--- config.mk ---
export PLATFORM = sky130hd
export DESIGN_NAME = diamond_difference_flux_sweep_unit
export DESIGN_NICKNAME = d
export VERILOG_FILES = /design/src/rtl/ddfs_pkg.sv /design/src/rtl/ddfs_div.sv /design/src/rtl/ddfs_mul.sv /design/src/rtl/diamond_difference_flux_sweep_unit.sv
export VERILOG_INCLUDE_DIRS = /design/src /design/src/rtl
export SDC_FILE = /design/constraint.sdc
export NUM_CORES = 2
export LEC_CHECK = 0
export ABC_CLOCK_PERIOD_IN_PS = 18200
export BUFFER_PORTS_ARGS = -buffer_cell sky130_fd_sc_hd__buf_2
export CAP_MARGIN = 10
export CORE_AREA = 2 2 353 355
export CTS_BUF_LIST = sky130_fd_sc_hd__clkbuf_16
export DETAILED_ROUTE_END_ITERATION = 6
export DIE_AREA = 0 0 355 357
export GPL_TIMING_DRIVEN = 0
export PLACE_DENSITY_LB_ADDON = 0.08
export SYNTH_ARGS = -nofsm -noshare
export SYNTH_HDL_FRONTEND = slang
export SYNTH_SLANG_ARGS = --single-unit
--- constraint.sdc ---
create_clock -name clk -period 18.2 [get_ports clk]
set_input_delay 0.91 -clock clk [delete_from_list [all_inputs] [get_ports clk]]
set_output_delay 0.91 -clock clk [all_outputs]
set_load 0.005 [all_outputs]
--- src/rtl/diamond_difference_flux_sweep_unit_defines.svh ---
// Assertion macros for the diamond-difference flux sweep unit.
// Included by the top level; needs nothing else.
`ifndef DIAMOND_DIFFERENCE_FLUX_SWEEP_UNIT_DEFINES_SVH
`define DIAMOND_DIFFERENCE_FLUX_SWEEP_UNIT_DEFINES_SVH
`ifndef SYNTHESIS
`define DDFS_ASSERT_IMPLY(label, clk, rst_n, ante, cons, msg) \
  label: assert property (@(posedge clk) disable iff (!rst_n) (ante) |-> (cons)) \
    else $error(msg);
`define DDFS_ASSERT_NEXT(label, clk, rst_n, ante, cons, msg) \
  label: assert property (@(posedge clk) disable iff (!rst_n) (ante) |=> (cons)) \
    else $error(msg);
`else
`define DDFS_ASSERT_IMPLY(label, clk, rst_n, ante, cons, msg)
`define DDFS_ASSERT_NEXT(label, clk, rst_n, ante, cons, msg)
`endif
`endif

--- src/rtl/ddfs_pkg.sv ---
// Shared widths, limits and handshake structs of the flux sweep unit.
// Used by the serial divider, the serial multiplier and the top level.
package ddfs_pkg;

  localparam int FRAC_BITS = 16;

  localparam int FLUX_W = 32;
  localparam int MU_W   = 18;
  localparam int LEN_W  = 31;

  localparam int DVD_W     = 64;
  localparam int DVS_W     = LEN_W + 1;
  localparam int QUO_W     = LEN_W + 2;
  localparam int DIV_CNT_W = 7;

  localparam int MUL_A_W   = FLUX_W;
  localparam int MUL_B_W   = LEN_W + 2;
  localparam int MUL_P_W   = 2 * MUL_B_W;
  localparam int MUL_CNT_W = 6;

  localparam int N_W   = DVD_W + 1 - FRAC_BITS;
  localparam int MAG_W = N_W - 1;

  localparam logic [DIV_CNT_W-1:0] DIV_LAST    = DIV_CNT_W'(1);
  localparam logic [DIV_CNT_W-1:0] DIV_A_STEPS = DIV_CNT_W'(MU_W + FRAC_BITS);
  localparam logic [DIV_CNT_W-1:0] DIV_N_STEPS = DIV_CNT_W'(DVD_W);
  localparam logic [MUL_CNT_W-1:0] MUL_LAST    = MUL_CNT_W'(MUL_B_W - 1);

  localparam logic [QUO_W-1:0]  POS_LIM  = 33'h0_7FFF_FFFF;
  localparam logic [QUO_W-1:0]  NEG_LIM  = 33'h0_8000_0000;
  localparam logic [FLUX_W-1:0] FLUX_MAX = 32'h7FFF_FFFF;
  localparam logic [FLUX_W-1:0] FLUX_MIN = 32'h8000_0000;

  typedef struct packed {
    logic                 go;
    logic [DVD_W-1:0]     dividend;
    logic [DVS_W-1:0]     divisor;
    logic [DIV_CNT_W-1:0] steps;
  } div_req_t;

  typedef struct packed {
    logic             busy;
    logic             done;
    logic [QUO_W-1:0] quotient;
    logic             over;
  } div_rsp_t;

  typedef struct packed {
    logic                      go;
    logic signed [MUL_A_W-1:0] a;
    logic signed [MUL_B_W-1:0] b;
  } mul_req_t;

  typedef struct packed {
    logic                      busy;
    logic                      done;
    logic signed [MUL_P_W-1:0] product;
  } mul_rsp_t;

endpackage

--- src/rtl/ddfs_div.sv ---
// Bit-serial restoring divider, one quotient bit per cycle.
// Depends on ddfs_pkg for widths and the request and response structs.
module ddfs_div (
  input  logic               clk,
  input  logic               rst_n,
  input  ddfs_pkg::div_req_t req,
  output ddfs_pkg::div_rsp_t rsp
);

  logic                           busy_r, busy_nxt;
  logic                           done_r, done_nxt;
  logic [ddfs_pkg::DVD_W-1:0]     dvd_r, dvd_nxt;
  logic [ddfs_pkg::DVS_W-1:0]     dvs_r, dvs_nxt;
  logic [ddfs_pkg::DVS_W-1:0]     rem_r, rem_nxt;
  logic [ddfs_pkg::QUO_W-1:0]     quo_r, quo_nxt;
  logic                           over_r, over_nxt;
  logic [ddfs_pkg::DIV_CNT_W-1:0] cnt_r, cnt_nxt;
  logic [ddfs_pkg::DVS_W:0]       trial;
  logic [ddfs_pkg::DVS_W:0]       diff;
  logic                           take;

  always_comb begin
    trial    = {rem_r, dvd_r[ddfs_pkg::DVD_W-1]};
    diff     = trial - {1'b0, dvs_r};
    take     = trial >= {1'b0, dvs_r};
    busy_nxt = busy_r;
    done_nxt = 1'b0;
    dvd_nxt  = dvd_r;
    dvs_nxt  = dvs_r;
    rem_nxt  = rem_r;
    quo_nxt  = quo_r;
    over_nxt = over_r;
    cnt_nxt  = cnt_r;
    if (req.go) begin
      busy_nxt = 1'b1;
      dvd_nxt  = req.dividend;
      dvs_nxt  = req.divisor;
      rem_nxt  = '0;
      quo_nxt  = '0;
      over_nxt = 1'b0;
      cnt_nxt  = req.steps;
    end else if (busy_r) begin
      dvd_nxt  = {dvd_r[ddfs_pkg::DVD_W-2:0], 1'b0};
      rem_nxt  = take ? diff[ddfs_pkg::DVS_W-1:0] : trial[ddfs_pkg::DVS_W-1:0];
      quo_nxt  = {quo_r[ddfs_pkg::QUO_W-2:0], take};
      over_nxt = over_r | quo_r[ddfs_pkg::QUO_W-1];
      cnt_nxt  = cnt_r - 1'b1;
      if (cnt_r == ddfs_pkg::DIV_LAST) begin
        busy_nxt = 1'b0;
        done_nxt = 1'b1;
      end
    end
  end

  always_ff @(posedge clk) begin
    if (!rst_n) begin
      busy_r <= 1'b0;
      done_r <= 1'b0;
    end else begin
      busy_r <= busy_nxt;
      done_r <= done_nxt;
    end
    dvd_r  <= dvd_nxt;
    dvs_r  <= dvs_nxt;
    rem_r  <= rem_nxt;
    quo_r  <= quo_nxt;
    over_r <= over_nxt;
    cnt_r  <= cnt_nxt;
  end

  assign rsp.busy     = busy_r;
  assign rsp.done     = done_r;
  assign rsp.quotient = quo_r;
  assign rsp.over     = over_r;

endmodule

--- src/rtl/ddfs_mul.sv ---
// Bit-serial signed shift-add multiplier, one multiplier bit per cycle.
// Depends on ddfs_pkg for widths and the request and response structs.
module ddfs_mul (
  input  logic               clk,
  input  logic               rst_n,
  input  ddfs_pkg::mul_req_t req,
  output ddfs_pkg::mul_rsp_t rsp
);

  logic                           busy_r, busy_nxt;
  logic                           done_r, done_nxt;
  logic [ddfs_pkg::MUL_A_W-1:0]   a_r, a_nxt;
  logic [ddfs_pkg::MUL_B_W-1:0]   b_r, b_nxt;
  logic [ddfs_pkg::MUL_B_W-1:0]   hi_r, hi_nxt;
  logic [ddfs_pkg::MUL_B_W-1:0]   lo_r, lo_nxt;
  logic [ddfs_pkg::MUL_CNT_W-1:0] cnt_r, cnt_nxt;
  logic [ddfs_pkg::MUL_B_W:0]     ext_hi;
  logic [ddfs_pkg::MUL_B_W:0]     ext_a;
  logic [ddfs_pkg::MUL_B_W:0]     sum;
  logic                           last;

  always_comb begin
    ext_hi = {hi_r[ddfs_pkg::MUL_B_W-1], hi_r};
    ext_a  = {{(ddfs_pkg::MUL_B_W + 1 - ddfs_pkg::MUL_A_W){a_r[ddfs_pkg::MUL_A_W-1]}}, a_r};
    last   = cnt_r == ddfs_pkg::MUL_LAST;
    if (!b_r[0]) begin
      sum = ext_hi;
    end else if (last) begin
      sum = ext_hi - ext_a;
    end else begin
      sum = ext_hi + ext_a;
    end
    busy_nxt = busy_r;
    done_nxt = 1'b0;
    a_nxt    = a_r;
    b_nxt    = b_r;
    hi_nxt   = hi_r;
    lo_nxt   = lo_r;
    cnt_nxt  = cnt_r;
    if (req.go) begin
      busy_nxt = 1'b1;
      a_nxt    = req.a;
      b_nxt    = req.b;
      hi_nxt   = '0;
      lo_nxt   = '0;
      cnt_nxt  = '0;
    end else if (busy_r) begin
      hi_nxt  = sum[ddfs_pkg::MUL_B_W:1];
      lo_nxt  = {sum[0], lo_r[ddfs_pkg::MUL_B_W-1:1]};
      b_nxt   = {1'b0, b_r[ddfs_pkg::MUL_B_W-1:1]};
      cnt_nxt = cnt_r + 1'b1;
      if (last) begin
        busy_nxt = 1'b0;
        done_nxt = 1'b1;
      end
    end
  end

  always_ff @(posedge clk) begin
    if (!rst_n) begin
      busy_r <= 1'b0;
      done_r <= 1'b0;
    end else begin
      busy_r <= busy_nxt;
      done_r <= done_nxt;
    end
    a_r   <= a_nxt;
    b_r   <= b_nxt;
    hi_r  <= hi_nxt;
    lo_r  <= lo_nxt;
    cnt_r <= cnt_nxt;
  end

  assign rsp.busy    = busy_r;
  assign rsp.done    = done_r;
  assign rsp.product = {hi_r, lo_r};

endmodule

--- src/rtl/diamond_difference_flux_sweep_unit.sv ---
// Top level of the diamond-difference slab sweep: sequencer, running flux, output register.
// Depends on ddfs_pkg, ddfs_div, ddfs_mul and the assertion macro header.
//
//   Channel  Handshake            Words carried
//   in_      in_valid / in_ready   one cell and the start flag with boundary flux
//   out_     out_valid / out_ready outgoing edge flux, ray end, saturation flag
//
// One cell passes from acceptance to result through two passes of the shared
// serial divider and two passes of the serial multiplier, with sequencing
// states between them. The next cell is accepted from the cycle after the
// result has moved into the output register; a result waiting for out_ready
// holds the sequencer until it moves.
// Reset clears the running flux to zero and empties the output register.
`include "diamond_difference_flux_sweep_unit_defines.svh"
module diamond_difference_flux_sweep_unit (
  input  logic                                clk,
  input  logic                                rst_n,
  input  logic                                in_valid,
  output logic                                in_ready,
  input  logic                                in_start_of_ray,
  input  logic signed [ddfs_pkg::FLUX_W-1:0]  in_boundary_flux,
  input  logic signed [ddfs_pkg::MU_W-1:0]    in_direction_cosine,
  input  logic        [ddfs_pkg::LEN_W-1:0]   in_cell_width,
  input  logic        [ddfs_pkg::LEN_W-1:0]   in_total_xs,
  input  logic signed [ddfs_pkg::FLUX_W-1:0]  in_scatter_iso,
  input  logic signed [ddfs_pkg::FLUX_W-1:0]  in_scatter_lin,
  input  logic signed [ddfs_pkg::FLUX_W-1:0]  in_ext_source,
  input  logic                                in_last_cell,
  output logic                                out_valid,
  input  logic                                out_ready,
  output logic signed [ddfs_pkg::FLUX_W-1:0]  out_edge_flux,
  output logic                                out_ray_end,
  output logic                                out_saturated
);

  typedef enum logic [3:0] {
    ST_IDLE,
    ST_DIV_A,
    ST_MUL_LIN,
    ST_MUL_NUM,
    ST_ADD_S0,
    ST_ADD_Q,
    ST_DIV_GO,
    ST_DIV_N,
    ST_DONE
  } state_t;

  state_t                        state_r, state_nxt;
  logic [ddfs_pkg::FLUX_W-1:0]   psi_r, psi_nxt;
  logic [ddfs_pkg::MU_W-1:0]     mu_r, mu_nxt;
  logic [ddfs_pkg::LEN_W-1:0]    sig_r, sig_nxt;
  logic [ddfs_pkg::FLUX_W-1:0]   s0_r, s0_nxt;
  logic [ddfs_pkg::FLUX_W-1:0]   s1_r, s1_nxt;
  logic [ddfs_pkg::FLUX_W-1:0]   q_r, q_nxt;
  logic                          last_r, last_nxt;
  logic [ddfs_pkg::LEN_W-1:0]    a_r, a_nxt;
  logic [ddfs_pkg::N_W-1:0]      n_r, n_nxt;
  logic                          neg_r, neg_nxt;
  logic                          mag_zero_r, mag_zero_nxt;
  logic                          den_zero_r, den_zero_nxt;
  logic                          sat_r, sat_nxt;
  logic [ddfs_pkg::FLUX_W-1:0]   res_r, res_nxt;
  logic [ddfs_pkg::FLUX_W-1:0]   run_r, run_nxt;
  logic                          out_valid_r, out_valid_nxt;
  logic [ddfs_pkg::FLUX_W-1:0]   out_flux_r, out_flux_nxt;
  logic                          out_end_r, out_end_nxt;
  logic                          out_sat_r, out_sat_nxt;
  ddfs_pkg::div_req_t            div_req_r, div_req_nxt;
  ddfs_pkg::mul_req_t            mul_req_r, mul_req_nxt;
  ddfs_pkg::div_rsp_t            div_rsp;
  ddfs_pkg::mul_rsp_t            mul_rsp;

  logic [ddfs_pkg::MU_W-1:0]     amu_in;
  logic [ddfs_pkg::MU_W+1:0]     mu3;
  logic [ddfs_pkg::LEN_W-2:0]    half;
  logic [ddfs_pkg::MUL_B_W-1:0]  a_minus_half;
  logic [ddfs_pkg::DVS_W-1:0]    den;
  logic [ddfs_pkg::N_W-1:0]      mag;
  logic [ddfs_pkg::QUO_W-1:0]    limit;
  logic                          a_over;
  logic                          n_over;

  ddfs_div u_div (
    .clk   (clk),
    .rst_n (rst_n),
    .req   (div_req_r),
    .rsp   (div_rsp)
  );

  ddfs_mul u_mul (
    .clk   (clk),
    .rst_n (rst_n),
    .req   (mul_req_r),
    .rsp   (mul_rsp)
  );

  always_comb begin
    amu_in = in_direction_cosine[ddfs_pkg::MU_W-1] ? (~in_direction_cosine + 1'b1)
                                                    : in_direction_cosine;
    mu3 = {{2{mu_r[ddfs_pkg::MU_W-1]}}, mu_r} + {mu_r[ddfs_pkg::MU_W-1], mu_r, 1'b0};
    half = sig_r[ddfs_pkg::LEN_W-1:1];
    a_minus_half = {2'b00, a_r} - {3'b000, half};
    den = {1'b0, a_r} + {2'b00, half};
    mag = n_r[ddfs_pkg::N_W-1] ? (~n_r + 1'b1) : n_r;
    limit = neg_r ? ddfs_pkg::NEG_LIM : ddfs_pkg::POS_LIM;
    a_over = div_rsp.over || (div_rsp.quotient > ddfs_pkg::POS_LIM);
    n_over = div_rsp.over || (div_rsp.quotient > limit);

    state_nxt     = state_r;
    psi_nxt       = psi_r;
    mu_nxt        = mu_r;
    sig_nxt       = sig_r;
    s0_nxt        = s0_r;
    s1_nxt        = s1_r;
    q_nxt         = q_r;
    last_nxt      = last_r;
    a_nxt         = a_r;
    n_nxt         = n_r;
    neg_nxt       = neg_r;
    mag_zero_nxt  = mag_zero_r;
    den_zero_nxt  = den_zero_r;
    sat_nxt       = sat_r;
    res_nxt       = res_r;
    run_nxt       = run_r;
    out_valid_nxt = out_valid_r;
    out_flux_nxt  = out_flux_r;
    out_end_nxt   = out_end_r;
    out_sat_nxt   = out_sat_r;
    div_req_nxt    = div_req_r;
    div_req_nxt.go = 1'b0;
    mul_req_nxt    = mul_req_r;
    mul_req_nxt.go = 1'b0;

    if (out_valid_r && out_ready) begin
      out_valid_nxt = 1'b0;
    end

    case (state_r)
      ST_IDLE: begin
        if (in_valid) begin
          psi_nxt  = in_start_of_ray ? in_boundary_flux : run_r;
          mu_nxt   = in_direction_cosine;
          sig_nxt  = in_total_xs;
          s0_nxt   = in_scatter_iso;
          s1_nxt   = in_scatter_lin;
          q_nxt    = in_ext_source;
          last_nxt = in_last_cell;
          sat_nxt  = 1'b0;
          div_req_nxt.go       = 1'b1;
          div_req_nxt.dividend = {amu_in, {(ddfs_pkg::DVD_W - ddfs_pkg::MU_W){1'b0}}};
          div_req_nxt.divisor  = {1'b0, in_cell_width};
          div_req_nxt.steps    = ddfs_pkg::DIV_A_STEPS;
          state_nxt = ST_DIV_A;
        end
      end
      ST_DIV_A: begin
        if (div_rsp.done) begin
          a_nxt   = a_over ? {ddfs_pkg::LEN_W{1'b1}} : div_rsp.quotient[ddfs_pkg::LEN_W-1:0];
          sat_nxt = sat_r | a_over;
          mul_req_nxt.go = 1'b1;
          mul_req_nxt.a  = s1_r;
          mul_req_nxt.b  = {{(ddfs_pkg::MUL_B_W - ddfs_pkg::MU_W - 2){mu3[ddfs_pkg::MU_W+1]}},
                            mu3};
          state_nxt = ST_MUL_LIN;
        end
      end
      ST_MUL_LIN: begin
        if (mul_rsp.done) begin
          n_nxt = mul_rsp.product[ddfs_pkg::FRAC_BITS+1 +: ddfs_pkg::N_W];
          mul_req_nxt.go = 1'b1;
          mul_req_nxt.a  = psi_r;
          mul_req_nxt.b  = a_minus_half;
          state_nxt = ST_MUL_NUM;
        end
      end
      ST_MUL_NUM: begin
        if (mul_rsp.done) begin
          n_nxt = n_r + mul_rsp.product[ddfs_pkg::FRAC_BITS +: ddfs_pkg::N_W];
          state_nxt = ST_ADD_S0;
        end
      end
      ST_ADD_S0: begin
        n_nxt = n_r + {{(ddfs_pkg::N_W - ddfs_pkg::FLUX_W){s0_r[ddfs_pkg::FLUX_W-1]}}, s0_r};
        state_nxt = ST_ADD_Q;
      end
      ST_ADD_Q: begin
        n_nxt = n_r + {{(ddfs_pkg::N_W - ddfs_pkg::FLUX_W){q_r[ddfs_pkg::FLUX_W-1]}}, q_r};
        state_nxt = ST_DIV_GO;
      end
      ST_DIV_GO: begin
        neg_nxt      = n_r[ddfs_pkg::N_W-1];
        mag_zero_nxt = n_r == '0;
        den_zero_nxt = den == '0;
        div_req_nxt.go       = 1'b1;
        div_req_nxt.dividend = {mag[ddfs_pkg::MAG_W-1:0], {ddfs_pkg::FRAC_BITS{1'b0}}};
        div_req_nxt.divisor  = den;
        div_req_nxt.steps    = ddfs_pkg::DIV_N_STEPS;
        state_nxt = ST_DIV_N;
      end
      ST_DIV_N: begin
        if (div_rsp.done) begin
          if (mag_zero_r) begin
            res_nxt = '0;
            sat_nxt = sat_r | den_zero_r;
          end else if (n_over) begin
            res_nxt = neg_r ? ddfs_pkg::FLUX_MIN : ddfs_pkg::FLUX_MAX;
            sat_nxt = 1'b1;
          end else if (neg_r) begin
            res_nxt = ~div_rsp.quotient[ddfs_pkg::FLUX_W-1:0] + 1'b1;
          end else begin
            res_nxt = div_rsp.quotient[ddfs_pkg::FLUX_W-1:0];
          end
          state_nxt = ST_DONE;
        end
      end
      ST_DONE: begin
        if (!out_valid_r || out_ready) begin
          out_valid_nxt = 1'b1;
          out_flux_nxt  = res_r;
          out_end_nxt   = last_r;
          out_sat_nxt   = sat_r;
          run_nxt       = res_r;
          state_nxt     = ST_IDLE;
        end
      end
      default: begin
        state_nxt = ST_IDLE;
      end
    endcase
  end

  always_ff @(posedge clk) begin
    if (!rst_n) begin
      state_r        <= ST_IDLE;
      run_r          <= '0;
      out_valid_r    <= 1'b0;
      div_req_r.go   <= 1'b0;
      mul_req_r.go   <= 1'b0;
    end else begin
      state_r        <= state_nxt;
      run_r          <= run_nxt;
      out_valid_r    <= out_valid_nxt;
      div_req_r.go   <= div_req_nxt.go;
      mul_req_r.go   <= mul_req_nxt.go;
    end
    psi_r                <= psi_nxt;
    mu_r                 <= mu_nxt;
    sig_r                <= sig_nxt;
    s0_r                 <= s0_nxt;
    s1_r                 <= s1_nxt;
    q_r                  <= q_nxt;
    last_r               <= last_nxt;
    a_r                  <= a_nxt;
    n_r                  <= n_nxt;
    neg_r                <= neg_nxt;
    mag_zero_r           <= mag_zero_nxt;
    den_zero_r           <= den_zero_nxt;
    sat_r                <= sat_nxt;
    res_r                <= res_nxt;
    out_flux_r           <= out_flux_nxt;
    out_end_r            <= out_end_nxt;
    out_sat_r            <= out_sat_nxt;
    div_req_r.dividend   <= div_req_nxt.dividend;
    div_req_r.divisor    <= div_req_nxt.divisor;
    div_req_r.steps      <= div_req_nxt.steps;
    mul_req_r.a          <= mul_req_nxt.a;
    mul_req_r.b          <= mul_req_nxt.b;
  end

  assign in_ready      = state_r == ST_IDLE;
  assign out_valid     = out_valid_r;
  assign out_edge_flux = out_flux_r;
  assign out_ray_end   = out_end_r;
  assign out_saturated = out_sat_r;

  `DDFS_ASSERT_IMPLY(a_units_exclusive, clk, rst_n, div_rsp.busy, !mul_rsp.busy, "divider and multiplier busy together")
  `DDFS_ASSERT_IMPLY(a_idle_units_free, clk, rst_n, in_ready, !div_rsp.busy && !mul_rsp.busy, "word accepted while an arithmetic unit is busy")
  `DDFS_ASSERT_IMPLY(a_out_from_done, clk, rst_n, $rose(out_valid), $past(state_r == ST_DONE), "result word appeared outside the hand-off state")
  `DDFS_ASSERT_NEXT(a_run_tracks_out, clk, rst_n, state_r == ST_DONE && (!out_valid_r || out_ready), run_r == out_edge_flux, "running flux differs from the delivered edge flux")

endmodule

==> results.json <==
{
  "postCtsSetupBuffers": 0,
  "rsz0062_at_grt": "no",
  "cts_resized": 0,
  "reg2reg_slack_ns": 11.62,
  "die_w_um": 355,
  "met2WireLength_mm": 58.0,
  "drive_gt1_frac": 0.127,
  "placed_area_sq_um": 46500,
  "synth_top_area_cell": "edfxtp_1",
  "cp.arrival_ns": 7.00,
  "fillCellCount": 12100,
  "cts.sinks": 790,
  "top_layer": "met5",
  "synth_edf_count": 625,
  "endpoint_kind": "flop",
  "htreeDepth": 3,
  "start_util": 0.349,
  "min_period_over_period": 0.362,
  "design_area_sq_um": 49600,
  "crit_path_max_incr_delay_ns": 0.86,
  "place.detailed.hpwl_mm": 98.0,
  "cp-start-kind": "flop",
  "ys_ff_latch": 790,
  "grt_pass1_vias": 30600,
  "drt-vias-per-instance": 5.17,
  "io_pins": 250,
  "synth_cells": 3933,
  "grt_max_degree": 66,
  "crit_required_ns": 18.62,
  "worst-path-buf-inv": 3,
  "area_growth_pct": 15.7,
  "drtIter0Drc": 2330,
  "status": "finished, final reports clean",
  "ys_types": 84,
  "grt-ovfl-total": 0,
  "fmax_mhz": 152,
  "p_leak_nw": 19.2,
  "cts_root_buf": "clkbuf_16",
  "worstSetupPathType": "flop to flop",
  "die_h_um": 357,
  "portBuffers": 247,
  "cts.path.max_buffers": 3,
  "cts_tree": "yes",
  "core_area_sq_um": 123000,
  "cts_made_buffers": 93,
  "antenna_found_initial": 20,
  "worstPathMaxFanout": 10,
  "syn-cell-area_sq_um": 42900,
  "clk_pin_slew_ns": 0.07,
  "maxSlewViolCount": 0,
  "wire_per_inst_um": 21.4,
  "crit_start": "state_r[0]",
  "fin_crit_ns": 6.58,
  "place_congestion": 0.853,
  "synthTopCellsByArea": "edfxtp_1 44%, dfxtp_1 7.7%, ha_1 6.8%",
  "setup_viol": 0,
  "setup_tns_ns": 0,
  "r2r_start": "state_r[0]",
  "setup_ws_ns": 11.62,
  "synth_ff_type": "edfxtp_1",
  "fin_worst_skew_ns": 0.0282,
  "seq_area_frac_synth": 0.515,
  "vias": 31000,
  "relSlewSlack": 0.118,
  "ant_nets": 0,
  "cp_top_family": "compound AO/OA/AOI/OAI gates",
  "syn_nets": 4387,
  "hold_viol": 0,
  "rows": 129,
  "dieArea_sq_um": 127000,
  "cts_hold_buf": 0,
  "hp-start": "in_total_xs[6]",
  "dpl_worst_slack_ns": 11.54,
  "ys_warn_count": 0,
  "maxCapViolations": 0,
  "grt_pass1_wl_mm": 193,
  "fin_nets": 4743,
  "clock_latency_ns": 0.70,
  "cp_slowest_cell": "o41ai_1",
  "met3WireLength_mm": 6.32,
  "grt_usage": 0.200,
  "synth_async_sr_flop_share": 0,
  "drc": 0,
  "powerDensity_nw_per_um2": 126,
  "synth_top_area_share": 0.438,
  "synth_commonest_cells": "625 x edfxtp_1, 335 x nor2_1, 293 x nand2_1, 240 x a21oi_1, 234 x ha_1",
  "path_cells": "clkbuf_1 > clkbuf_1 > clkbuf_1 > mux2i_1 > a21oi_1 > ha_1 > o211ai_1 > a21o_1 > a21o_1 > a21oi_1 > a211oi_1 > o41ai_1 > a41oi_1 > o211ai_1 > o31ai_1 > xnor2_1 > o21ai_0",
  "drt-pass1-iter-count": 7,
  "avgSynthCellArea_sq_um": 10.9,
  "power.total_w": 0.00623,
  "peakVddDrop_v": 0.000113,
  "yosysMostFrequentCell": "edfxtp_1",
  "worstHoldPathType": "input pin to flop",
  "routed_wl_mm": 129,
  "worst_pin_slew_ns": 1.32,
  "crit_path_frequent_cell": "clkbuf_1",
  "met1Wirelength_mm": 61.9
}
cell type report:
class                      count  area [sq um]  area share
sequential                   790         22100       0.445
multi-input combinational   2784         19500       0.393
clock buffer                  96          2400      0.0484
tap                         1637          2050      0.0413
timing repair buffer         261          1560      0.0315
buffer                       198           756      0.0152
clock inverter                72           674      0.0136
inverter                     161           604      0.0122
antenna                        2          5.00    0.000101
through the flow:
step | cells | util | hold slack, ns
detailed placement | 5830 | 0.378 | 0.405
CTS | 5998 | 0.403 | 0.325
finish | 6001 | 0.403 | 0.386
global placement | 5817 | 0.375 | 0.402
global route | 5999 | 0.403 | 0.354
floorplan | 3933 | - | 0.400
logic make-up after synthesis:
logic type	Yosys count	synth area share
compound gates	1014	0.153
mux	252	0.0622
fa+ha+maj	240	0.0711
xor+xnor	267	0.0546
buf+inv	359	0.0316
flops	790	0.515
simple gates	1011	0.112
report_power, final:
group	switching [W]	internal (W)	total [W]
combinational	0.00114	0.000715	0.00185
sequential	0.000152	0.00232	0.00247
clock	0.000782	0.00112	0.00190
path summary, 6_finish.rpt:
kind | to | cells past startpoint
worst max-delay path | n_r[48] | 17
worst min-delay path | sig_r[6] | 1
worst max register to register | n_r[48] | 17
worst min register to register | u_mul.a_r[4] | 0
placed cells by master, fill, tap and decap left out, drive strengths merged, types with 39 or more instances in the layout:
cell type | netlist | layout
edfxtp | 625 | 625
nor2 | 335 | 335
buf | 35 | 295
nand2 | 293 | 293
clkbuf | 163 | 259
a21oi | 240 | 240
ha | 234 | 234
o21ai | 216 | 216
inv | 160 | 180
dfxtp | 165 | 165
xnor2 | 137 | 137
mux2i | 136 | 136
xor2 | 130 | 130
mux2 | 116 | 116
a21o | 94 | 94
nand2b | 68 | 68
a211oi | 64 | 64
nor3 | 51 | 51
a21boi | 46 | 46
a31oi | 43 | 43
o31ai | 41 | 41
nand3 | 40 | 40
a22o | 40 | 40
o22ai | 40 | 40
o21bai | 39 | 39
routing by layer:
layer  global-route usage  vias up
li1                     -    15300
met1                0.282    15000
met2                0.320      604
met3               0.0354      153
met4               0.0481       26
met5                    0        -
state kept, by name, summed over array words and instances, names as in the netlist, 33 cells and up:
register     cells
n_r             49
u_div.quo_r     33
u_mul.b_r       33
u_mul.hi_r      33
mul_req_r       65
u_div.dvd_r     48
div_req_r       83
Power figures use the tool's default switching activity.
